## src/hdl/grr_pkg.sv

```systemverilog
// ----------------------------------------------------------------------------
// grr_pkg
// Shared types, codes and the microcode table of the retire ring.
// ----------------------------------------------------------------------------
package grr_pkg;

   localparam int DEF_SLOT_COUNT      = 16;
   localparam int DEF_HANDLE_BITS     = 32;
   localparam int DEF_GENERATION_BITS = 32;

   localparam int GRACE_BITS = 16;
   localparam logic [GRACE_BITS-1:0] GRACE_RESET = 16'd2;

   // action codes
   localparam logic [1:0] ACT_RETIRE  = 2'd0;
   localparam logic [1:0] ACT_ADVANCE = 2'd1;
   localparam logic [1:0] ACT_DRAIN   = 2'd2;

   // close causes
   localparam logic [1:0] CAUSE_EXPIRED = 2'd0;
   localparam logic [1:0] CAUSE_EVICTED = 2'd1;
   localparam logic [1:0] CAUSE_DRAINED = 2'd2;

   typedef struct packed {
      logic [1:0]  action;
      logic [31:0] handle_id;
   } req_type;

   typedef struct packed {
      logic [31:0] closed_handle;
      logic [1:0]  close_cause;
      logic [3:0]  slot_number;
      logic        last_close;
   } rsp_type;

   typedef enum logic [3:0] {
      STEP_IDLE,
      STEP_GEN_INC,
      STEP_EXP_RET,
      STEP_PLACE,
      STEP_MIN_SCAN,
      STEP_EVICT,
      STEP_EXP_ADV,
      STEP_DRAIN,
      STEP_FLUSH
   } step_type;

   typedef enum logic [2:0] {
      OP_NOP,
      OP_GEN_INC,
      OP_SCAN_EXPIRE,
      OP_SCAN_DRAIN,
      OP_SCAN_MIN,
      OP_PLACE,
      OP_EVICT,
      OP_FLUSH
   } op_type;

   typedef enum logic [1:0] {
      COND_DISPATCH,
      COND_ALWAYS,
      COND_SCAN_DONE,
      COND_FREE_SLOT
   } cond_type;

   typedef struct packed {
      op_type   op;
      cond_type cond;
      step_type next_true;
      step_type next_false;
   } ucode_type;

   typedef struct packed {
      logic scan_done;
      logic free_avail;
      logic handle_null;
   } status_type;

   // Microcode ROM: one control word per step.
   function automatic ucode_type ucode_word(input step_type s);
      ucode_type w;
      case (s)
         STEP_IDLE:     w = '{OP_NOP,         COND_DISPATCH,  STEP_IDLE,  STEP_IDLE};
         STEP_GEN_INC:  w = '{OP_GEN_INC,     COND_ALWAYS,    STEP_EXP_ADV, STEP_EXP_ADV};
         STEP_EXP_RET:  w = '{OP_SCAN_EXPIRE, COND_SCAN_DONE, STEP_PLACE, STEP_EXP_RET};
         STEP_PLACE:    w = '{OP_PLACE,       COND_FREE_SLOT, STEP_FLUSH, STEP_MIN_SCAN};
         STEP_MIN_SCAN: w = '{OP_SCAN_MIN,    COND_SCAN_DONE, STEP_EVICT, STEP_MIN_SCAN};
         STEP_EVICT:    w = '{OP_EVICT,       COND_ALWAYS,    STEP_FLUSH, STEP_FLUSH};
         STEP_EXP_ADV:  w = '{OP_SCAN_EXPIRE, COND_SCAN_DONE, STEP_FLUSH, STEP_EXP_ADV};
         STEP_DRAIN:    w = '{OP_SCAN_DRAIN,  COND_SCAN_DONE, STEP_FLUSH, STEP_DRAIN};
         STEP_FLUSH:    w = '{OP_FLUSH,       COND_ALWAYS,    STEP_IDLE,  STEP_IDLE};
         default:       w = '{OP_NOP,         COND_ALWAYS,    STEP_IDLE,  STEP_IDLE};
      endcase
      return w;
   endfunction

endpackage

```

## src/hdl/generational_retire_ring.sv

```systemverilog
// ----------------------------------------------------------------------------
// generational_retire_ring
// Parks retired handle tokens in a ring of slots and closes them by age,
// by eviction when full, or on drain.
// ----------------------------------------------------------------------------
// Usage:
//   Request: drive req_data (action, handle_id) and raise start; the beat is
//   taken on a rising edge with start high and busy low. Retire of the null
//   token and the unused action code are taken and do nothing.
//   Response: every close shows on rsp_data for one cycle with rsp_valid
//   high; last_close marks the final close of a request. The receiver has
//   no back-pressure: sample every rsp_valid beat.
//   Config: csr_data carries grace_generations, written on csr_valid and
//   csr_ready high; csr_ready is high only while idle.
// Sequencing:
//   A microcode sequencer walks the slot memory one slot per cycle through a
//   registered read port. Advance bumps the generation, scans for expiry,
//   flushes; drain scans, flushes; retire scans for expiry, then fills a free
//   slot or, if full, scans for the oldest stamp and evicts, then flushes.
//   The next beat is taken at the end of the first cycle with busy low; null
//   retire and the unused code leave busy low. Each close is held one stage
//   so the final one can carry last_close: it shows the cycle after the next
//   close is found or after the flush step, so the final close shows in the
//   first cycle with busy low.
// Reset: all slots free, generation zero, grace 2; no clearing pass needed.
// ----------------------------------------------------------------------------
module generational_retire_ring
   import grr_pkg::*;
#(
   parameter int SLOT_COUNT      = DEF_SLOT_COUNT,
   parameter int HANDLE_BITS     = DEF_HANDLE_BITS,
   parameter int GENERATION_BITS = DEF_GENERATION_BITS
)
(
   input  logic                  clock,
   input  logic                  reset,
   input  logic                  start,
   output logic                  busy,
   input  req_type               req_data,
   output logic                  rsp_valid,
   output rsp_type               rsp_data,
   input  logic                  csr_valid,
   output logic                  csr_ready,
   input  logic [GRACE_BITS-1:0] csr_data
);

   logic       accept;
   op_type     op;
   status_type status;

   // take a request beat only while the sequencer rests
   assign accept    = start && !busy;
   // config only lands between requests
   assign csr_ready = !busy;

   grr_sequencer u_sequencer (
      .clock  (clock),
      .reset  (reset),
      .accept (accept),
      .action (req_data.action),
      .status (status),
      .op     (op),
      .busy   (busy)
   );

   grr_datapath #(
      .SLOT_COUNT      (SLOT_COUNT),
      .HANDLE_BITS     (HANDLE_BITS),
      .GENERATION_BITS (GENERATION_BITS)
   ) u_datapath (
      .clock     (clock),
      .reset     (reset),
      .accept    (accept),
      .req_data  (req_data),
      .csr_write (csr_valid && csr_ready),
      .csr_data  (csr_data),
      .op        (op),
      .status    (status),
      .rsp_valid (rsp_valid),
      .rsp_data  (rsp_data)
   );

endmodule

```

## src/hdl/grr_sequencer.sv

```systemverilog
// ----------------------------------------------------------------------------
// grr_sequencer
// Step counter and microcode ROM; picks the next step from the control word.
// ----------------------------------------------------------------------------
module grr_sequencer
   import grr_pkg::*;
(
   input  logic       clock,
   input  logic       reset,
   input  logic       accept,
   input  logic [1:0] action,
   input  status_type status,
   output op_type     op,
   output logic       busy
);

   step_type  step_ff;
   step_type  step_in;
   ucode_type word;

   assign word = ucode_word(step_ff);

   // next step
   always_comb begin
      step_in = step_ff;
      case (word.cond)
         COND_DISPATCH: begin
            if (accept) begin
               case (action)
                  ACT_RETIRE:  step_in = status.handle_null ? STEP_IDLE : STEP_EXP_RET;
                  ACT_ADVANCE: step_in = STEP_GEN_INC;
                  ACT_DRAIN:   step_in = STEP_DRAIN;
                  default:     step_in = STEP_IDLE;
               endcase
            end
         end
         COND_ALWAYS:    step_in = word.next_true;
         COND_SCAN_DONE: step_in = status.scan_done ? word.next_true : word.next_false;
         COND_FREE_SLOT: step_in = status.free_avail ? word.next_true : word.next_false;
         default:        step_in = STEP_IDLE;
      endcase
   end

   // outputs
   always_comb begin
      op   = word.op;
      busy = (step_ff != STEP_IDLE);
   end

   always_ff @(posedge clock) begin
      if (reset) begin
         step_ff <= STEP_IDLE;
      end else begin
         step_ff <= step_in;
      end
   end

endmodule

```

## src/hdl/grr_datapath.sv

```systemverilog
// ----------------------------------------------------------------------------
// grr_datapath
// Slot memory, valid marks, scan pipe, oldest search and result staging.
// ----------------------------------------------------------------------------
module grr_datapath
   import grr_pkg::*;
#(
   parameter int SLOT_COUNT      = DEF_SLOT_COUNT,
   parameter int HANDLE_BITS     = DEF_HANDLE_BITS,
   parameter int GENERATION_BITS = DEF_GENERATION_BITS
)
(
   input  logic                  clock,
   input  logic                  reset,
   input  logic                  accept,
   input  req_type               req_data,
   input  logic                  csr_write,
   input  logic [GRACE_BITS-1:0] csr_data,
   input  op_type                op,
   output status_type            status,
   output logic                  rsp_valid,
   output rsp_type               rsp_data
);

   localparam int IDX_W     = $clog2(SLOT_COUNT);
   localparam int CNT_W     = $clog2(SLOT_COUNT + 1);
   localparam int KEEP_W    = (HANDLE_BITS < 32) ? HANDLE_BITS : 32;
   localparam int SLOT_KEEP = (IDX_W < 4) ? IDX_W : 4;
   localparam int AGE_W     = (GENERATION_BITS > GRACE_BITS) ? GENERATION_BITS : GRACE_BITS;
   localparam int ENTRY_W   = HANDLE_BITS + GENERATION_BITS;

   logic [ENTRY_W-1:0] mem [SLOT_COUNT];
   logic [ENTRY_W-1:0] rd_ff;
   logic [IDX_W-1:0]   rd_addr;
   logic               wr_en;
   logic [IDX_W-1:0]   wr_addr;

   logic [GRACE_BITS-1:0]      grace_ff, grace_in;
   logic [GENERATION_BITS-1:0] gen_ff, gen_in;
   logic [HANDLE_BITS-1:0]     handle_ff, in_handle;
   logic [SLOT_COUNT-1:0]      valid_ff, valid_in;
   logic [CNT_W-1:0]           cnt_ff, cnt_in;
   logic                       p_valid_ff, p_valid_in;
   logic [IDX_W-1:0]           p_idx_ff;

   logic [GENERATION_BITS-1:0] min_stamp_ff, min_stamp_in;
   logic [HANDLE_BITS-1:0]     min_handle_ff, min_handle_in;
   logic [IDX_W-1:0]           min_idx_ff, min_idx_in;

   logic    pend_valid_ff, pend_valid_in;
   rsp_type pend_ff, pend_in;
   logic    rsp_valid_ff, rsp_valid_in;
   rsp_type rsp_ff, rsp_in;

   logic [HANDLE_BITS-1:0]     rd_handle;
   logic [GENERATION_BITS-1:0] rd_stamp;
   logic [GENERATION_BITS-1:0] age;
   logic                       age_ok;
   logic                       scanning;
   logic                       issue;
   logic [IDX_W-1:0]           first_free;
   logic                       free_avail;
   logic                       ev_valid;
   rsp_type                    ev;

   assign in_handle = HANDLE_BITS'(req_data.handle_id[KEEP_W-1:0]);
   assign rd_handle = rd_ff[ENTRY_W-1:GENERATION_BITS];
   assign rd_stamp  = rd_ff[GENERATION_BITS-1:0];
   assign age       = gen_ff - rd_stamp;
   assign age_ok    = (AGE_W'(age) >= AGE_W'(grace_ff));

   assign scanning = (op == OP_SCAN_EXPIRE) || (op == OP_SCAN_DRAIN) || (op == OP_SCAN_MIN);
   assign issue    = scanning && (cnt_ff < CNT_W'(SLOT_COUNT));
   assign rd_addr  = cnt_ff[IDX_W-1:0];

   // lowest free slot
   always_comb begin
      first_free = '0;
      for (int i = SLOT_COUNT - 1; i >= 0; i--) begin
         if (!valid_ff[i]) begin
            first_free = IDX_W'(i);
         end
      end
   end
   assign free_avail = ~&valid_ff;

   assign status.scan_done   = p_valid_ff && (p_idx_ff == IDX_W'(SLOT_COUNT - 1));
   assign status.free_avail  = free_avail;
   assign status.handle_null = (in_handle == '0);

   // scan counter, close events, valid marks, generation
   always_comb begin
      cnt_in        = issue ? cnt_ff + CNT_W'(1) : (scanning ? cnt_ff : '0);
      p_valid_in    = issue;
      valid_in      = valid_ff;
      gen_in        = gen_ff;
      min_stamp_in  = min_stamp_ff;
      min_handle_in = min_handle_ff;
      min_idx_in    = min_idx_ff;
      wr_en         = 1'b0;
      wr_addr       = first_free;
      ev_valid      = 1'b0;
      ev            = '0;
      case (op)
         OP_GEN_INC: gen_in = gen_ff + GENERATION_BITS'(1);
         OP_SCAN_EXPIRE: begin
            if (p_valid_ff && valid_ff[p_idx_ff] && age_ok) begin
               ev_valid           = 1'b1;
               ev.closed_handle   = 32'(rd_handle[KEEP_W-1:0]);
               ev.close_cause     = CAUSE_EXPIRED;
               ev.slot_number     = 4'(p_idx_ff[SLOT_KEEP-1:0]);
               valid_in[p_idx_ff] = 1'b0;
            end
         end
         OP_SCAN_DRAIN: begin
            if (p_valid_ff && valid_ff[p_idx_ff]) begin
               ev_valid           = 1'b1;
               ev.closed_handle   = 32'(rd_handle[KEEP_W-1:0]);
               ev.close_cause     = CAUSE_DRAINED;
               ev.slot_number     = 4'(p_idx_ff[SLOT_KEEP-1:0]);
               valid_in[p_idx_ff] = 1'b0;
            end
         end
         OP_SCAN_MIN: begin
            // first slot seeds the search; strict compare keeps the lowest index
            if (p_valid_ff && ((p_idx_ff == '0) || (rd_stamp < min_stamp_ff))) begin
               min_stamp_in  = rd_stamp;
               min_handle_in = rd_handle;
               min_idx_in    = p_idx_ff;
            end
         end
         OP_PLACE: begin
            if (free_avail) begin
               wr_en                = 1'b1;
               valid_in[first_free] = 1'b1;
            end
         end
         OP_EVICT: begin
            ev_valid         = 1'b1;
            ev.closed_handle = 32'(min_handle_ff[KEEP_W-1:0]);
            ev.close_cause   = CAUSE_EVICTED;
            ev.slot_number   = 4'(min_idx_ff[SLOT_KEEP-1:0]);
            wr_en            = 1'b1;
            wr_addr          = min_idx_ff;
         end
         default: ;
      endcase
   end

   // Hold one close back so the final one can carry the last flag.
   always_comb begin
      rsp_valid_in  = 1'b0;
      rsp_in        = pend_ff;
      pend_valid_in = pend_valid_ff;
      pend_in       = pend_ff;
      if (ev_valid) begin
         rsp_valid_in  = pend_valid_ff;
         pend_valid_in = 1'b1;
         pend_in       = ev;
      end else if ((op == OP_FLUSH) && pend_valid_ff) begin
         rsp_valid_in      = 1'b1;
         rsp_in.last_close = 1'b1;
         pend_valid_in     = 1'b0;
      end
   end

   assign grace_in = csr_write ? csr_data : grace_ff;

   always_ff @(posedge clock) begin
      if (wr_en) begin
         mem[wr_addr] <= {handle_ff, gen_ff};
      end
      rd_ff <= mem[rd_addr];
   end

   always_ff @(posedge clock) begin
      if (reset) begin
         grace_ff      <= GRACE_RESET;
         gen_ff        <= '0;
         valid_ff      <= '0;
         cnt_ff        <= '0;
         p_valid_ff    <= 1'b0;
         pend_valid_ff <= 1'b0;
         rsp_valid_ff  <= 1'b0;
      end else begin
         grace_ff      <= grace_in;
         gen_ff        <= gen_in;
         valid_ff      <= valid_in;
         cnt_ff        <= cnt_in;
         p_valid_ff    <= p_valid_in;
         pend_valid_ff <= pend_valid_in;
         rsp_valid_ff  <= rsp_valid_in;
      end
   end

   always_ff @(posedge clock) begin
      if (accept) begin
         handle_ff <= in_handle;
      end
      p_idx_ff      <= rd_addr;
      min_stamp_ff  <= min_stamp_in;
      min_handle_ff <= min_handle_in;
      min_idx_ff    <= min_idx_in;
      pend_ff       <= pend_in;
      rsp_ff        <= rsp_in;
   end

   assign rsp_valid = rsp_valid_ff;
   assign rsp_data  = rsp_ff;

endmodule

```

## config.mk

```make
export PLATFORM = sky130hd
export DESIGN_NAME = generational_retire_ring
export DESIGN_NICKNAME = d
export VERILOG_FILES = /design/src/hdl/grr_pkg.sv /design/src/hdl/generational_retire_ring.sv /design/src/hdl/grr_sequencer.sv /design/src/hdl/grr_datapath.sv
export SDC_FILE = /design/constraint.sdc
export NUM_CORES = 1
export LEC_CHECK = 0
export BUFFER_PORTS_ARGS = -buffer_cell sky130_fd_sc_hd__buf_2
export CAP_MARGIN = 20
export CORE_UTILIZATION = 55
export CTS_CLUSTER_SIZE = 24
export DETAILED_ROUTE_END_ITERATION = 8
export PLACE_DENSITY = 0.69
export SYNTH_ARGS = -nofsm -noshare
export SYNTH_HDL_FRONTEND = slang
export SYNTH_SLANG_ARGS = --single-unit
```

## constraint.sdc

```tcl
create_clock -name clock -period 20 [get_ports clock]
set_clock_uncertainty 0.15 [all_clocks]
set_input_delay 0 -clock clock [delete_from_list [all_inputs] [get_ports clock]]
set_output_delay 0 -clock clock [all_outputs]
set_load 0.03 [all_outputs]
```

==> flow_summary.json <==
{
  "wirelength_um": 120000,
  "grt_max_degree": 159,
  "drive_gt1_share_pct": 22.5,
  "ys_warn_count": 0,
  "p_per_area_nw_per_um2": 113,
  "ir_drop_mv": 0.0852,
  "synth_top_area_share_pct": 66.6,
  "viasPerCell": 6.16,
  "final_cells": 4377,
  "required_ns": 20.26,
  "post-route-drc-count": 0,
  "status": "completed",
  "final_area_sq_um": 60300,
  "grt_usage_pct": 25.1,
  "row_count": 112,
  "hold_buffers": 134,
  "cp_max_fo": 28,
  "synth-seq-area-share_pct": 74.1,
  "dp_cells": 3989,
  "p_leak_nw": 19.8,
  "die_area_sq_um": 96500,
  "htreeDepth": 4,
  "cts_buffer_depth": 3,
  "critPathKind": "reg2reg",
  "cts_resized": 0,
  "cp.arrival_ns": 6.66,
  "finalSetupTns_ns": 0,
  "ys_types": 75,
  "finalHoldViolCount": 0,
  "cts-root-buf": "clkbuf_16",
  "synthArstFlopShare_pct": 0,
  "total_power_w": 0.00681,
  "synth-edff-count": 1162,
  "antenna_found_initial": 1,
  "cts_tree": "built",
  "syn_nets": 2854,
  "start_util_pct": 55.8,
  "yosys-top-cells-area": "edfxtp_1 67%, mux4_2 14%, dfxtp_1 7.5%, ha_1 2.1%, nand2_1 0.79%",
  "drtIter0Drc": 2902,
  "placed_cell_area_sq_um": 54500,
  "min_period_over_period_pct": 32.0,
  "cts_buffers": 136,
  "numPortBuffers": 95,
  "first_global_vias": 27800,
  "worstSkewPairLatency_ns": 0.73,
  "die_x_um": 311,
  "ys.flop_type": "edfxtp_1",
  "die_height_um": 311,
  "synthCells": 2711,
  "max_freq_mhz": 156,
  "final_nets": 3151,
  "post_drt_wl_per_cell_um": 27.3,
  "endpoint_kind": "flip-flop",
  "drt_first_pass_iters": 6,
  "dp_slack_ns": 13.65,
  "ys_seq_elements": 1358,
  "yosys.area.top_type": "edfxtp_1",
  "yosysMostFrequentCell": "edfxtp_1",
  "diodes": 0,
  "clk_pin_slew_ns": 0.06,
  "reg2reg_slack_ns": 13.61,
  "num_io_pins": 96,
  "cp-start-kind": "flip-flop",
  "area_growth_pct": 15.1,
  "setup_viol": 0,
  "drv_slew": 0,
  "rsz0062_at_grt": "no",
  "worst_slew_pin_slew_ns": 1.12,
  "max_cap_violations": 0,
  "post_cts_buffers": 0,
  "synth_area_sq_um": 52400,
  "period_minus_slack_ns": 6.39,
  "hpwlAfterDp_um": 62400,
  "grt_overflow_total": 0,
  "grt_pass1_wl_um": 178000,
  "syn_area_per_cell_sq_um": 19.3,
  "min_path_type": "reg2reg",
  "core_sq_um": 93900,
  "layout_setup_ws_ns": 13.61,
  "globalplace.congestion": 0.905,
  "cts_sinks": 1358,
  "vias": 27000,
  "ant_nets": 0,
  "slew_headroom_pct": 25.2,
  "synth_commonest_cells": "1162 x edfxtp_1, 325 x mux4_2, 196 x dfxtp_1"
}
==> stage by stage <==
step	utilization, %	hold WS, ns
6_report	64.2	0.191
5_1_grt	64.2	0.200
4_1_cts	64.2	0.191
3_5_place_dp	58.0	0.0437
3_3_place_gp	58.0	0.0422
2_1_floorplan	-	-0.0511
==> logic make-up after synthesis <==
family / synth area share [%]
XOR/XNOR: 0.836
AND/OR/NAND/NOR: 3.60
AO/OA/AOI/OAI: 3.49
flip-flops: 74.1
multiplexers: 14.3
buffers and inverters: 1.57
adder cells (fa/ha/maj): 2.14
==> worst max-delay path, stage by stage (launching register included) <==
cell and delay [ns]:
dfxtp_1 0.77, inv_1 0.13, ha_1 0.26, fa_1 0.42, nand2b_1 0.19, a21oi_1 0.22, o211a_1 0.28, a21oi_1 0.19
xnor2_1 0.18, ha_1 0.30, nor2b_1 0.13, o21ai_0 0.16, o311ai_1 0.13, a2111oi_0 0.34, and4bb_2 0.27, nand4_1 0.15
nor4_4 0.98, o22ai_4 0.36, buf_4 0.41
==> per-layer routing <==
metal,vias up,GRT usage [%],wire (um)
li1,11600,-,-
met1,14000,35.5,49700
met2,1131,40.7,58700
met3,216,3.70,7940
met4,0,8.17,3230
met5,-,0,0
==> registers in the layout (all words and copies together), names as in the netlist, 32 cells and up <==
signal                    flops
u_datapath.mem             1024
u_datapath.rd_ff             64
u_datapath.rsp_data          39
u_datapath.pend_ff           38
u_datapath.gen_ff            32
u_datapath.handle_ff         32
u_datapath.min_handle_ff     32
u_datapath.min_stamp_ff      32
==> final cells by class <==
type / count / area [sq um]
sequential: 1358 / 38800
fill: 6255 / 33600
multi-input combinational: 1139 / 12900
clock buffer: 194 / 3830
timing repair buffer: 275 / 2190
tap: 1254 / 1570
clock inverter: 59 / 609
inverter: 98 / 368
==> layout by cell type, fill, tap and decap left out, types with 7 or more instances in the layout <==
cell	synthesis	layout
clkinv_2	0	15
xor2_1	30	30
o311ai_1	7	7
nor2_4	0	14
nand4_1	34	34
clkbuf_1	76	40
nand2_1	110	110
inv_1	97	97
buf_2	10	95
clkbuf_16	0	139
dlygate4sd3_1	0	134
mux2i_1	9	9
and2_1	8	7
nor3_1	23	19
nand3_1	34	34
dfxtp_1	196	192
nand2b_1	15	15
a21oi_1	82	82
edfxtp_1	1162	1162
xnor2_1	20	20
o211ai_1	9	9
nor2_1	95	82
clkinv_1	1	17
ha_1	88	88
bufinv_16	0	7
clkbuf_8	0	15
nor4_1	13	13
buf_4	2	44
mux4_2	325	325
or3_1	8	8
nor2b_1	19	19
a21o_1	20	20
o21ai_0	47	47
a22o_1	38	38
and3_1	12	12
==> power by group <==
part | internal, W | leakage (nW) | switching [W]
clock network | 0.00144 | 2.16 | 0.00107
registers | 0.00327 | 12.2 | 0.000160
logic | 0.000438 | 5.44 | 0.000435
==> final timing paths <==
kind	start	end	cells after the start
hold reg to reg	u_datapath.pend_ff[9]	u_datapath.rsp_data[9]	0
setup reg to reg	u_datapath.gen_ff[0]	u_datapath.pend_ff[7]	18
hold / removal	u_datapath.pend_ff[9]	u_datapath.rsp_data[9]	0
setup / recovery	u_datapath.gen_ff[0]	u_datapath.pend_ff[7]	18
Note: power is estimated with default switching activity, not from simulation.
